[src/rtl/arabic_contextual_shaper_core_assert.svh]
// Assertion macros for the shaper core.
`ifndef ARABIC_CONTEXTUAL_SHAPER_CORE_ASSERT_SVH
`define ARABIC_CONTEXTUAL_SHAPER_CORE_ASSERT_SVH
`ifndef NO_ASSERTIONS
`define ACS_ASSERT_IMP(label, clk, rst_n, ante, cons, msg) \
    label: assert property (@(posedge clk) disable iff (!rst_n) (ante) |-> (cons)) \
        else $error(msg);
`define ACS_ASSERT_NEXT(label, clk, rst_n, ante, cons, msg) \
    label: assert property (@(posedge clk) disable iff (!rst_n) (ante) |=> (cons)) \
        else $error(msg);
`else
`define ACS_ASSERT_IMP(label, clk, rst_n, ante, cons, msg)
`define ACS_ASSERT_NEXT(label, clk, rst_n, ante, cons, msg)
`endif
`endif

[src/rtl/acs_pkg.sv]
package acs_pkg;

    localparam int CP_W = 21;

    typedef logic [CP_W-1:0] t_cp;

    localparam logic [2:0] J_U = 3'd0;
    localparam logic [2:0] J_R = 3'd1;
    localparam logic [2:0] J_D = 3'd2;
    localparam logic [2:0] J_C = 3'd3;
    localparam logic [2:0] J_T = 3'd4;

    localparam t_cp CP_LAM     = 21'h000644;
    localparam t_cp CP_HAMZA   = 21'h000621;
    localparam t_cp CP_YEH     = 21'h00064A;
    localparam t_cp CP_AE      = 21'h0006D5;
    localparam t_cp CP_ZWJ     = 21'h00200D;
    localparam t_cp CP_TATWEEL = 21'h000640;
    localparam t_cp CP_ZWNJ    = 21'h00200C;
    localparam t_cp LIG_MADDA  = 21'h00FEF5;
    localparam t_cp LIG_PLAIN  = 21'h00FEFB;
    localparam t_cp FORM_BASE  = 21'h00FE80;
    localparam t_cp PERS_PEH   = 21'h00FB56;
    localparam t_cp PERS_YEH   = 21'h00FBFC;

    // Controller commands to the datapath.
    typedef struct packed {
        logic load;      // latch the accepted transaction
        logic emit_sel;  // 0: first result, 1: buffered mark or trailing point
        logic mark_adv;  // advance the mark read pointer
        logic commit;    // apply the state update of the transaction
    } t_cmd;

    // Datapath status to the controller.
    typedef struct packed {
        logic has_first;  // the transaction gives a first result
        logic marks_left; // buffered marks or the trailing point remain to be emitted
        logic last_mark;  // current mark or trailing point is the final result
    } t_sts;

    function automatic logic is_mark(t_cp c);
        return (c >= 21'h0591 && c <= 21'h05BD) || c == 21'h05BF || c == 21'h05C1 ||
               c == 21'h05C2 || c == 21'h05C4 || c == 21'h05C5 || c == 21'h05C7 ||
               (c >= 21'h064B && c <= 21'h065F) || c == 21'h0670 ||
               (c >= 21'h06D6 && c <= 21'h06DC) || (c >= 21'h06DF && c <= 21'h06E4) ||
               c == 21'h06E7 || c == 21'h06E8 || (c >= 21'h06EA && c <= 21'h06ED) ||
               (c >= 21'h08D3 && c <= 21'h08FF) || (c >= 21'hFE70 && c <= 21'hFE7F);
    endfunction

    function automatic logic is_right(t_cp c);
        logic r;
        r = 1'b0;
        case (c)
            21'h0622, 21'h0623, 21'h0624, 21'h0625, 21'h0627, 21'h0629, 21'h062F,
            21'h0630, 21'h0631, 21'h0632, 21'h0648, 21'h0649, 21'h0671, 21'h0672,
            21'h0673, 21'h0675, 21'h06C0, 21'h06D2, 21'h06D3, 21'h06D5: r = 1'b1;
            default: r = (c >= 21'h0688 && c <= 21'h0699);
        endcase
        return r;
    endfunction

    function automatic logic [2:0] classify(t_cp c);
        logic [2:0] j;
        if ((c >= 21'hFB50 && c <= 21'hFDFF) || (c >= 21'hFE70 && c <= 21'hFEFF)) begin
            j = J_U;
        end else if (is_mark(c)) begin
            j = J_T;
        end else if (c == CP_ZWNJ) begin
            j = J_U;
        end else if (c == CP_ZWJ || c == CP_TATWEEL) begin
            j = J_C;
        end else if (c < CP_HAMZA || c > CP_AE) begin
            j = ((c >= 21'h0750 && c <= 21'h077F) || (c >= 21'h08A0 && c <= 21'h08D2))
                ? J_D : J_U;
        end else if (c == CP_HAMZA) begin
            j = J_U;
        end else if (is_right(c)) begin
            j = J_R;
        end else begin
            j = J_D;
        end
        return j;
    endfunction

    // Forms of the basic block and six extra letters; f: 0 isolated, 1 final, 2 initial, 3 medial.
    function automatic t_cp shaped(t_cp c, logic [1:0] f);
        logic [5:0] idx;
        logic [15:0] v;
        logic [15:0] first;
        logic n2;
        logic n4;
        idx = c[5:0] - 6'h21;
        v = 16'h0;
        if (c >= CP_HAMZA && c <= CP_YEH) begin
            // Slots per letter: hamza 1, two-form letters 2, four-form 4.
            n2 = 1'b0;
            n4 = 1'b0;
            case (idx)
                6'd0: first = 16'hFE80;
                6'd1: begin first = 16'hFE81; n2 = 1'b1; end
                6'd2: begin first = 16'hFE83; n2 = 1'b1; end
                6'd3: begin first = 16'hFE85; n2 = 1'b1; end
                6'd4: begin first = 16'hFE87; n2 = 1'b1; end
                6'd5: begin first = 16'hFE89; n4 = 1'b1; end
                6'd6: begin first = 16'hFE8D; n2 = 1'b1; end
                6'd7: begin first = 16'hFE8F; n4 = 1'b1; end
                6'd8: begin first = 16'hFE93; n2 = 1'b1; end
                6'd9: begin first = 16'hFE95; n4 = 1'b1; end
                6'd10: begin first = 16'hFE99; n4 = 1'b1; end
                6'd11: begin first = 16'hFE9D; n4 = 1'b1; end
                6'd12: begin first = 16'hFEA1; n4 = 1'b1; end
                6'd13: begin first = 16'hFEA5; n4 = 1'b1; end
                6'd14: begin first = 16'hFEA9; n2 = 1'b1; end
                6'd15: begin first = 16'hFEAB; n2 = 1'b1; end
                6'd16: begin first = 16'hFEAD; n2 = 1'b1; end
                6'd17: begin first = 16'hFEAF; n2 = 1'b1; end
                6'd18: begin first = 16'hFEB1; n4 = 1'b1; end
                6'd19: begin first = 16'hFEB5; n4 = 1'b1; end
                6'd20: begin first = 16'hFEB9; n4 = 1'b1; end
                6'd21: begin first = 16'hFEBD; n4 = 1'b1; end
                6'd22: begin first = 16'hFEC1; n4 = 1'b1; end
                6'd23: begin first = 16'hFEC5; n4 = 1'b1; end
                6'd24: begin first = 16'hFEC9; n4 = 1'b1; end
                6'd25: begin first = 16'hFECD; n4 = 1'b1; end
                6'd32: begin first = 16'hFED1; n4 = 1'b1; end
                6'd33: begin first = 16'hFED5; n4 = 1'b1; end
                6'd34: begin first = 16'hFED9; n4 = 1'b1; end
                6'd35: begin first = 16'hFEDD; n4 = 1'b1; end
                6'd36: begin first = 16'hFEE1; n4 = 1'b1; end
                6'd37: begin first = 16'hFEE5; n4 = 1'b1; end
                6'd38: begin first = 16'hFEE9; n4 = 1'b1; end
                6'd39: begin first = 16'hFEED; n2 = 1'b1; end
                6'd40: begin first = 16'hFEEF; n2 = 1'b1; end
                6'd41: begin first = 16'hFEF1; n4 = 1'b1; end
                default: first = 16'h0;
            endcase
            if (n4) begin
                v = first + {14'h0, f};
            end else if (n2 && f == 2'd1) begin
                v = first + 16'd1;
            end else begin
                v = first;
            end
        end else begin
            first = 16'h0;
            n2 = 1'b0;
            n4 = 1'b1;
            case (c)
                21'h067E: first = PERS_PEH[15:0];
                21'h0686: first = 16'hFB7A;
                21'h0698: begin first = 16'hFB8A; n4 = 1'b0; end
                21'h06A9: first = 16'hFB8E;
                21'h06AF: first = 16'hFB92;
                21'h06CC: first = PERS_YEH[15:0];
                default: first = 16'h0;
            endcase
            if (first != 16'h0) begin
                v = (n4 || f == 2'd1) ? first + {14'h0, f} : first;
            end
        end
        return (v != 16'h0) ? {5'h0, v} : c;
    endfunction

    function automatic t_cp ligature(t_cp alef, logic joined);
        t_cp b;
        case (alef)
            21'h0622: b = LIG_MADDA;
            21'h0623: b = LIG_MADDA + 21'd2;
            21'h0625: b = LIG_MADDA + 21'd4;
            21'h0627: b = LIG_PLAIN;
            default: b = '0;
        endcase
        return (b == '0) ? '0 : b + {20'h0, joined};
    endfunction

endpackage

[src/rtl/acs_if.sv]
interface acs_in_if;
    logic                 valid;
    logic                 ready;
    acs_pkg::t_cp         code_point;
    logic                 string_end;
    modport source (output valid, output code_point, output string_end, input ready);
    modport sink (input valid, input code_point, input string_end, output ready);
endinterface

interface acs_out_if;
    logic                 valid;
    logic                 ready;
    acs_pkg::t_cp         shaped_point;
    logic                 run_end;
    logic                 string_done;
    logic                 marks_dropped;
    modport source (output valid, output shaped_point, output run_end, output string_done,
                    output marks_dropped, input ready);
    modport sink (input valid, input shaped_point, input run_end, input string_done,
                  input marks_dropped, output ready);
endinterface

[src/rtl/acs_datapath.sv]
`include "arabic_contextual_shaper_core_assert.svh"

module acs_datapath #(
    parameter int MARK_SLOTS = 8
) (
    input  logic              i_clk,
    input  logic              i_rst_n,
    input  acs_pkg::t_cp      i_code_point,
    input  logic              i_string_end,
    input  acs_pkg::t_cmd     i_cmd,
    output acs_pkg::t_sts     o_sts,
    output acs_pkg::t_cp      o_point,
    output logic              o_end,
    output logic              o_dropped
);

    localparam int AW = (MARK_SLOTS > 1) ? $clog2(MARK_SLOTS) : 1;
    localparam int CW = $clog2(MARK_SLOTS + 1);

    logic [acs_pkg::CP_W-1:0] mem [MARK_SLOTS];
    acs_pkg::t_cp r_cp, r_pend_cp, r_first, r_mark;
    logic r_end, r_pend_v, r_pend_jb, r_prev_join, r_ovf, r_has_first, r_dropped;
    logic [CW-1:0] r_cnt, r_drain_n, r_rd;
    acs_pkg::t_cp r_self;
    logic r_self_after;

    // Decode of the latched transaction
    logic [2:0] jt;
    logic resolve, lig_used, buf_mark, n_pend_v, n_prev_join, n_ovf, has_first;
    logic [1:0] f_pend;
    acs_pkg::t_cp lig, first, n_pend_cp;
    logic n_pend_jb;
    logic [CW-1:0] drain_n, n_cnt;

    always_comb begin
        jt        = acs_pkg::classify(r_cp);
        lig       = acs_pkg::ligature(r_cp, r_pend_jb);
        f_pend    = {(jt != acs_pkg::J_U && jt != acs_pkg::J_T), r_pend_jb};
        n_pend_v  = r_pend_v;
        n_pend_cp = r_pend_cp;
        n_pend_jb = r_pend_jb;
        n_prev_join = r_prev_join;
        n_ovf     = r_ovf;
        n_cnt     = r_cnt;
        drain_n   = '0;
        has_first = 1'b0;
        first     = r_cp;
        resolve   = 1'b0;
        lig_used  = 1'b0;
        buf_mark  = 1'b0;
        if (jt == acs_pkg::J_T) begin
            if (r_pend_v) begin
                has_first = 1'b0;
                if (r_cnt < CW'(MARK_SLOTS)) begin
                    buf_mark = 1'b1;
                    n_cnt = r_cnt + CW'(1);
                end else begin
                    n_ovf = 1'b1;
                end
                if (r_end) begin
                    // flush the waiting point as not joined forward
                    resolve   = 1'b1;
                    has_first = 1'b1;
                    first     = acs_pkg::shaped(r_pend_cp, {1'b0, r_pend_jb});
                    drain_n   = n_cnt;
                end
            end else begin
                has_first = 1'b1;
            end
        end else begin
            if (r_pend_v) begin
                resolve = 1'b1;
                has_first = 1'b1;
                drain_n = r_cnt;
                if (r_pend_cp == acs_pkg::CP_LAM && f_pend[1] && lig != '0) begin
                    lig_used = 1'b1;
                    first = lig;
                    n_prev_join = 1'b0;
                end else begin
                    first = acs_pkg::shaped(r_pend_cp, f_pend);
                    n_prev_join = 1'b1;
                end
                n_pend_v = 1'b0;
                n_pend_cp = '0;
                n_pend_jb = 1'b0;
                n_cnt = '0;
            end
        end
        if (resolve && jt == acs_pkg::J_T) begin
            n_pend_v = 1'b0;
        end
    end

    // Second part: the current point itself, following any resolved point.
    acs_pkg::t_cp self_pt;
    logic self_emit, self_wait, n_prev2;
    always_comb begin
        self_emit = 1'b0;
        self_wait = 1'b0;
        self_pt   = r_cp;
        n_prev2   = n_prev_join;
        if (jt != acs_pkg::J_T && !lig_used) begin
            if (jt == acs_pkg::J_U) begin
                self_emit = 1'b1;
                self_pt = acs_pkg::shaped(r_cp, 2'd0);
                n_prev2 = 1'b0;
            end else if (jt == acs_pkg::J_R || r_end) begin
                self_emit = 1'b1;
                self_pt = acs_pkg::shaped(r_cp, {1'b0, n_prev_join});
                n_prev2 = (jt != acs_pkg::J_R);
            end else begin
                self_wait = 1'b1;
            end
        end
    end

    // Results of one transaction: first, marks, then the current point.
    // The current point is shown as a final step of the mark phase, from r_self.
    logic self_after;
    assign self_after = resolve && self_emit;

    always_ff @(posedge i_clk) begin
        if (!i_rst_n) begin
            r_pend_v <= 1'b0;
            r_pend_jb <= 1'b0;
            r_prev_join <= 1'b0;
            r_ovf <= 1'b0;
            r_cnt <= '0;
            r_drain_n <= '0;
            r_rd <= '0;
            r_has_first <= 1'b0;
            r_pend_cp <= '0;
        end else begin
            if (i_cmd.load) begin
                r_cp <= i_code_point;
                r_end <= i_string_end;
            end
            if (buf_mark && i_cmd.commit) begin
                mem[r_cnt[AW-1:0]] <= r_cp;
            end
            if (i_cmd.commit) begin
                r_has_first <= has_first || self_emit;
                r_first <= resolve ? first : (self_emit ? self_pt : r_cp);
                r_self <= self_pt;
                r_self_after <= self_after;
                r_drain_n <= drain_n;
                r_rd <= '0;
                r_dropped <= n_ovf;
                if (r_end) begin
                    r_pend_v <= 1'b0;
                    r_pend_cp <= '0;
                    r_pend_jb <= 1'b0;
                    r_prev_join <= 1'b0;
                    r_cnt <= '0;
                    r_ovf <= 1'b0;
                end else begin
                    r_pend_v <= self_wait ? 1'b1 : n_pend_v;
                    r_pend_cp <= self_wait ? r_cp : n_pend_cp;
                    r_pend_jb <= self_wait ? n_prev_join : n_pend_jb;
                    r_prev_join <= n_prev2;
                    r_cnt <= n_cnt;
                    r_ovf <= n_ovf;
                end
            end else if (i_cmd.mark_adv) begin
                r_rd <= r_rd + CW'(1);
            end
        end
    end

    // Registered read of the mark store; past the count, the trailing point.
    logic [AW-1:0] rd_addr;
    assign rd_addr = (i_cmd.mark_adv && !i_cmd.commit) ? AW'(r_rd + CW'(1)) : AW'(r_rd);
    always_ff @(posedge i_clk) begin
        r_mark <= mem[rd_addr];
    end

    logic in_marks;
    assign in_marks = (r_rd < r_drain_n);
    assign o_sts.has_first  = r_has_first;
    assign o_sts.marks_left = in_marks || (r_self_after && r_rd == r_drain_n);
    assign o_sts.last_mark  = r_self_after ? (r_rd == r_drain_n)
                                            : (r_rd + CW'(1) == r_drain_n);
    assign o_point   = i_cmd.emit_sel ? (in_marks ? r_mark : r_self) : r_first;
    assign o_end     = r_end;
    assign o_dropped = r_dropped;

    `ACS_ASSERT_IMP(a_cnt_range, i_clk, i_rst_n, 1'b1, r_cnt <= CW'(MARK_SLOTS),
        "mark count beyond buffer")
    `ACS_ASSERT_IMP(a_marks_need_pend, i_clk, i_rst_n, r_cnt != '0, r_pend_v,
        "marks buffered with no waiting point")
    `ACS_ASSERT_NEXT(a_end_clears, i_clk, i_rst_n, i_cmd.commit && r_end,
        !r_pend_v && r_cnt == '0 && !r_ovf, "state kept past string end")

endmodule

[src/rtl/acs_ctrl.sv]
`include "arabic_contextual_shaper_core_assert.svh"

module acs_ctrl (
    input  logic          i_clk,
    input  logic          i_rst_n,
    input  logic          i_in_valid,
    output logic          o_in_ready,
    output logic          o_out_valid,
    input  logic          i_out_ready,
    output logic          o_run_end,
    input  acs_pkg::t_sts i_sts,
    output acs_pkg::t_cmd o_cmd
);

    localparam logic [2:0] S_IDLE  = 3'd0;
    localparam logic [2:0] S_EXEC  = 3'd1;
    localparam logic [2:0] S_FIRST = 3'd2;
    localparam logic [2:0] S_WAIT  = 3'd3;
    localparam logic [2:0] S_MARK  = 3'd4;

    logic [2:0] r_state, n_state;

    always_comb begin
        n_state = r_state;
        o_cmd = '0;
        o_in_ready = 1'b0;
        o_out_valid = 1'b0;
        o_run_end = 1'b0;
        case (r_state)
            S_IDLE: begin
                o_in_ready = 1'b1;
                if (i_in_valid) begin
                    o_cmd.load = 1'b1;
                    n_state = S_EXEC;
                end
            end
            S_EXEC: begin
                o_cmd.commit = 1'b1;
                n_state = S_WAIT;
            end
            S_WAIT: begin
                // the wait state lets the registered mark read land
                n_state = !i_sts.has_first ? S_IDLE : S_FIRST;
            end
            S_FIRST: begin
                o_out_valid = 1'b1;
                o_run_end = !i_sts.marks_left;
                if (i_out_ready) begin
                    n_state = i_sts.marks_left ? S_MARK : S_IDLE;
                end
            end
            S_MARK: begin
                o_out_valid = 1'b1;
                o_cmd.emit_sel = 1'b1;
                o_run_end = i_sts.last_mark;
                if (i_out_ready) begin
                    o_cmd.mark_adv = 1'b1;
                    if (i_sts.last_mark) begin
                        n_state = S_IDLE;
                    end
                end
            end
            default: n_state = S_IDLE;
        endcase
    end

    always_ff @(posedge i_clk) begin
        if (!i_rst_n) begin
            r_state <= S_IDLE;
        end else begin
            r_state <= n_state;
        end
    end

    `ACS_ASSERT_IMP(a_no_overlap, i_clk, i_rst_n, o_in_ready, !o_out_valid,
        "input taken while a result is shown")
    `ACS_ASSERT_NEXT(a_exec_after_load, i_clk, i_rst_n, o_cmd.load, r_state == S_EXEC,
        "load not followed by execute")
    `ACS_ASSERT_IMP(a_mark_sel, i_clk, i_rst_n, o_cmd.mark_adv, o_cmd.emit_sel,
        "mark advance outside mark phase")

endmodule

[src/rtl/arabic_contextual_shaper_core.sv]
// Arabic contextual shaper core.
// Input channel (in): one Unicode code point per transaction with a
// string_end flag on the final point of the string. Output channel (out):
// shaped points with run_end on the last result of an input transaction,
// string_done on the last result of the string and marks_dropped when a
// mark of the string was lost for lack of buffer room.
// One transaction is in flight at a time: accept, an execute state and a
// state for the mark store read, then one result per cycle while out.ready
// is high. A point with no result (a mark buffered behind a waiting letter)
// goes straight back to idle after the read state.
// Dual-joining and join-causing points are held until the next non-transparent point.
// The rate is set by the controller sequencing results out of the mark store.
// Reset clears the waiting letter, the mark count and the overflow flag;
// the mark store itself is not cleared. A stalled receiver holds the result
// and blocks new input.
module arabic_contextual_shaper_core #(
    parameter int MARK_SLOTS = 8
) (
    input  logic      i_clk,
    input  logic      i_rst_n,
    acs_in_if.sink    in,
    acs_out_if.source out
);

    acs_pkg::t_cmd cmd;
    acs_pkg::t_sts sts;

    acs_ctrl u_ctrl (
        .i_clk       (i_clk),
        .i_rst_n     (i_rst_n),
        .i_in_valid  (in.valid),
        .o_in_ready  (in.ready),
        .o_out_valid (out.valid),
        .i_out_ready (out.ready),
        .o_run_end   (out.run_end),
        .i_sts       (sts),
        .o_cmd       (cmd)
    );

    logic dp_end;

    acs_datapath #(.MARK_SLOTS(MARK_SLOTS)) u_dp (
        .i_clk        (i_clk),
        .i_rst_n      (i_rst_n),
        .i_code_point (in.code_point),
        .i_string_end (in.string_end),
        .i_cmd        (cmd),
        .o_sts        (sts),
        .o_point      (out.shaped_point),
        .o_end        (dp_end),
        .o_dropped    (out.marks_dropped)
    );

    assign out.string_done = dp_end && out.run_end;

endmodule

[src/flat_wrapper.sv]
// flat-port wrapper written by rule: the top's interface ports become plain ports
module arabic_contextual_shaper_core_flat 
#(
    parameter int MARK_SLOTS = 8
)
  (i_clk, i_rst_n, in_valid, in_code_point, in_string_end, in_ready, out_valid, out_shaped_point, out_run_end, out_string_done, out_marks_dropped, out_ready);
  acs_in_if in_i ();
  acs_out_if out_i ();
  input  logic i_clk;
  input  logic i_rst_n;
  input wire logic [$bits(in_i.valid)-1:0] in_valid;
  input wire logic [$bits(in_i.code_point)-1:0] in_code_point;
  input wire logic [$bits(in_i.string_end)-1:0] in_string_end;
  output wire logic [$bits(in_i.ready)-1:0] in_ready;
  output wire logic [$bits(out_i.valid)-1:0] out_valid;
  output wire logic [$bits(out_i.shaped_point)-1:0] out_shaped_point;
  output wire logic [$bits(out_i.run_end)-1:0] out_run_end;
  output wire logic [$bits(out_i.string_done)-1:0] out_string_done;
  output wire logic [$bits(out_i.marks_dropped)-1:0] out_marks_dropped;
  input wire logic [$bits(out_i.ready)-1:0] out_ready;
  assign in_i.valid = in_valid;
  assign in_i.code_point = in_code_point;
  assign in_i.string_end = in_string_end;
  assign in_ready = in_i.ready;
  assign out_valid = out_i.valid;
  assign out_shaped_point = out_i.shaped_point;
  assign out_run_end = out_i.run_end;
  assign out_string_done = out_i.string_done;
  assign out_marks_dropped = out_i.marks_dropped;
  assign out_i.ready = out_ready;
  arabic_contextual_shaper_core #(.MARK_SLOTS(MARK_SLOTS)) u_core (.i_clk(i_clk), .i_rst_n(i_rst_n), .in(in_i), .out(out_i));
endmodule
[config.mk]
export PLATFORM = sky130hd
export DESIGN_NAME = arabic_contextual_shaper_core_flat
export DESIGN_NICKNAME = d
export VERILOG_FILES = /design/src/rtl/acs_pkg.sv /design/src/rtl/acs_if.sv /design/src/rtl/acs_datapath.sv /design/src/rtl/acs_ctrl.sv /design/src/rtl/arabic_contextual_shaper_core.sv /design/src/flat_wrapper.sv
export VERILOG_INCLUDE_DIRS = /design/src /design/src/rtl
export SDC_FILE = /design/constraint.sdc
export NUM_CORES = 1
export LEC_CHECK = 0
export BUFFER_PORTS_ARGS = -buffer_cell sky130_fd_sc_hd__buf_2
export CORE_AREA = 2 2 230 186
export DETAILED_ROUTE_END_ITERATION = 8
export DIE_AREA = 0 0 232 188
export HOLD_SLACK_MARGIN = 0.08
export SLEW_MARGIN = 20
export SYNTH_ARGS = -nofsm -noshare
export SYNTH_HDL_FRONTEND = slang
export SYNTH_SLANG_ARGS = --single-unit
[constraint.sdc]
create_clock -name i_clk -period 4.95 [get_ports i_clk]
set_input_delay 0.495 -clock i_clk [delete_from_list [all_inputs] [get_ports i_clk]]
set_output_delay 0.495 -clock i_clk [all_outputs]
set_load 0.005 [all_outputs]
==> results.py <==
metrics = {
    "cells_and_area": {
        "syn2layout_area_growth_pct": 14.1,
        "drive_above_1_share_pct": 18.2,
        "fillers": 3832,
        "nets": 1599,
        "diodes": 0,
    },
    "sta": {
        "hold_viol": 0,
        "rsz0062_at_grt": "no",
        "setup_viol": 0,
        "tightest_slew_ns": 0.823,
        "maxSlewViolCount": 0,
        "setup_ws_ns": 0.439,
        "fin_crit_sh_pct": 91.1,
        "clock.fmax_ghz": 0.222,
        "slew_headroom_pct": 44.9,
        "skew_ns": 0.0180,
        "tns_ns": 0,
        "layout_min_cycle_time_ns": 4.51,
    },
    "clock_tree": {
        "ctsResizeCount": 0,
        "cts-root-buf": "clkbuf_16",
        "clk_pin_slew_ns": 0.07,
        "cts.sink_count": 296,
        "clockBufferDepth": 3,
        "cts_htree_levels": 1,
        "cts_tree": "done",
        "numCtsBuffers": 28,
        "hold_buffers": 0,
        "postCtsSetupBuffers": 0,
        "clock_latency_ns": 0.58,
    },
    "global_route": {
        "grt_overflow": 0,
        "grt_pass1_vias": 12157,
        "antenna_found_initial": 0,
        "grt_usage_pct": 23.4,
        "grt_pass1_wl_um": 77600,
        "grt_max_degree": 45,
    },
    "logic_synthesis": {
        "yosysWarnings": 0,
        "synth_top_area_share_pct": 42.9,
        "netlist_area_mm2": 0.0164,
        "ys_seq_area_share_pct": 50.5,
        "yosysTopAreaCell": "edfxtp_1",
        "synth.most_common_cell": "edfxtp_1",
        "synthFlopType": "edfxtp_1",
        "synth_seq_cells": 296,
        "ys_top_cells_by_count": "edfxtp_1 (234), nor2_1 (114), nand2_1 (101)",
        "yosysUniqueCellTypes": 92,
        "avgSynthCellArea_um2": 10.9,
        "synth-edff-count": 234,
        "synth_area_leaders": "edfxtp_1 (43%), dfxtp_1 (7.6%), mux4_2 (5.8%), nor2_1 (2.6%), a21oi_1 (2.6%)",
        "syn-instance-count": 1499,
        "async_flop_share_pct": 0,
        "synth.net_count": 1544,
    },
    "setup_path": {
        "arrival_ns": 4.92,
        "crit_type": "reg -> reg",
        "cp.required_ns": 5.36,
        "path_max_fanout": 15,
        "critPathCaptureType": "flip-flop",
        "start_kind": "flip-flop",
        "ff2ff_setup_slack_ns": 0.44,
        "critPathLaunch": "u_core.u_dp.r_cp[14]",
        "reg2reg_from": "u_core.u_dp.r_cp[14]",
    },
    "power_and_ir_drop": {
        "leakage_uw": 0.00626,
        "powerDensity_mw_per_mm2": 288,
        "ir_drop_mv": 0.215,
    },
    "floorplan": {
        "die_y_um": 188,
        "io_pins": 52,
        "rows": 67,
        "fp.coreArea_mm2": 0.0415,
        "die_w_um": 232,
        "die_area_mm2": 0.0436,
        "start_util_pct": 39.4,
    },
    "status": {
        "status": "finished clean",
    },
    "routing": {
        "wirelength_um": 51800,
        "vias_per_cell": 6.23,
        "drtAntennaViolNets": 0,
        "initialDrtViolationCount": 1647,
        "vias": 13251,
        "wl_per_cell_um": 24.4,
        "drc": 0,
        "dr.pass1.iters": 5,
    },
    "hold_path": {
        "min_from": "in_code_point[5]",
        "hp-class": "in -> reg",
    },
    "flow_run": {
        "maxCapViolCount": 0,
    },
    "place": {
        "place_congestion": 0.991,
        "hpwl_um": 36500,
        "pre_cts_ws_ns": 0.484,
        "portBuffers": 51,
    },
}
kinds of logic (layout without fill, tap and decap cells):
group           after synthesis  count (layout)  synth area share (%)
compound gates              395             395                  16.8
xor+xnor                     17              17                 0.910
fa+ha+maj                    19              19                  1.50
buf+inv                     136             212                  3.22
flops                       296             296                  50.5
mux                          92              92                  9.02
other cells                   1               1                0.0229
simple gates                543             543                  18.0
critical path, cell delays in order (launching register included):
cell	delay (ns)
edfxtp_1	0.61
or4_1	0.76
nor4_4	0.37
nand4_1	0.16
a32oi_2	0.32
nor3_1	0.14
a21o_1	0.23
o21ai_1	0.17
inv_1	0.06
ha_1	0.21
mux2_2	0.27
nor2_1	0.11
a2111oi_2	0.07
a2111oi_2	0.58
nor3_1	0.08
o22ai_1	0.18
through the flow:
stage | hold WS (ns) | cell area, µm² | utilization [%] | instances | power (µW)
after floorplan | 0.451 | 16400 | - | 1499 | 3050
after global placement | 0.456 | 17700 | 42.6 | 2074 | 3210
after detailed placement | 0.476 | 17700 | 42.6 | 2074 | 3220
after CTS | 0.0821 | 18600 | 44.9 | 2125 | 5400
after global routing | 0.0827 | 18700 | 45.0 | 2127 | 5550
final | 0.0947 | 18700 | 45.0 | 2127 | 5380
per-layer routing:
metal | routed length, µm | vias to the layer above | global-route usage [%]
met5 | 0 | - | 0
met1 | 23400 | 6562 | 35.3
met3 | 4590 | 90 | 5.02
met4 | 1610 | 0 | 7.20
li1 | - | 5929 | -
met2 | 22200 | 670 | 33.4
state kept, by name, summed over array words and instances, names as in the netlist:
| register | count |
|---|---|
| u_core.u_dp.r_rd | 4 |
| u_core.u_ctrl.r_state | 3 |
| u_core.u_dp.r_first | 21 |
| u_core.u_dp.o_dropped | 1 |
| u_core.u_dp.r_ovf | 1 |
| u_core.u_dp.r_cp | 21 |
| u_core.u_dp.mem | 168 |
| u_core.u_dp.r_self_after | 1 |
| u_core.u_dp.r_prev_join | 1 |
| u_core.u_dp.r_pend_cp | 21 |
| u_core.u_dp.r_self | 21 |
| u_core.u_dp.r_mark | 21 |
| u_core.u_dp.r_cnt | 4 |
| u_core.u_dp.o_end | 1 |
| u_core.u_dp.r_pend_jb | 1 |
| u_core.u_dp.r_has_first | 1 |
| u_core.u_dp.r_drain_n | 4 |
| u_core.u_dp.r_pend_v | 1 |
placed cells by master (no fill, tap or decap), types with 11 or more instances in the layout:
cell and instances:
edfxtp_1 234, nor2_1 108, nand2_1 101, a21oi_1 83
o21ai_0 72, buf_4 66, dfxtp_1 62, nand3_1 58
buf_2 51, mux4_2 42, nor2b_1 36, inv_1 31
nand4_1 31, nor3_1 28, clkbuf_16 28, nand2b_1 26
and2_1 25, mux2i_1 25, mux2_2 24, or3_1 19
ha_1 18, a31oi_1 17, and3_1 17, a211oi_1 16
o21a_1 16, a21o_1 15, a21boi_1 11, a21boi_0 11
buf_12 11
where the power goes:
part / internal [µW] / total (µW) / switching (µW) / leakage, µW
combinational: 144 / 401 / 257 / 0.00317
clock: 1240 / 2210 / 969 / 0.000460
sequential: 2720 / 2780 / 51.4 / 0.00262
layout make-up:
type / instances / area [µm²] / area share [%]
Sequential cell: 296 / 8270 / 44.3
Multi-Input combinational cell: 1067 / 7640 / 40.9
Tap cell: 552 / 691 / 3.70
Clock buffer: 39 / 792 / 4.24
Timing Repair Buffer: 130 / 1000 / 5.38
Clock inverter: 12 / 154 / 0.825
Inverter: 31 / 116 / 0.623
worst paths after layout:
path	to	cells after the start
min reg2reg	u_core.u_dp.r_pend_cp[13]	2
max	u_core.u_dp.r_first[3]	15
min	u_core.u_dp.r_cp[5]	1
max reg2reg	u_core.u_dp.r_first[3]	15
No activity file was read; power rests on OpenSTA's default activity.
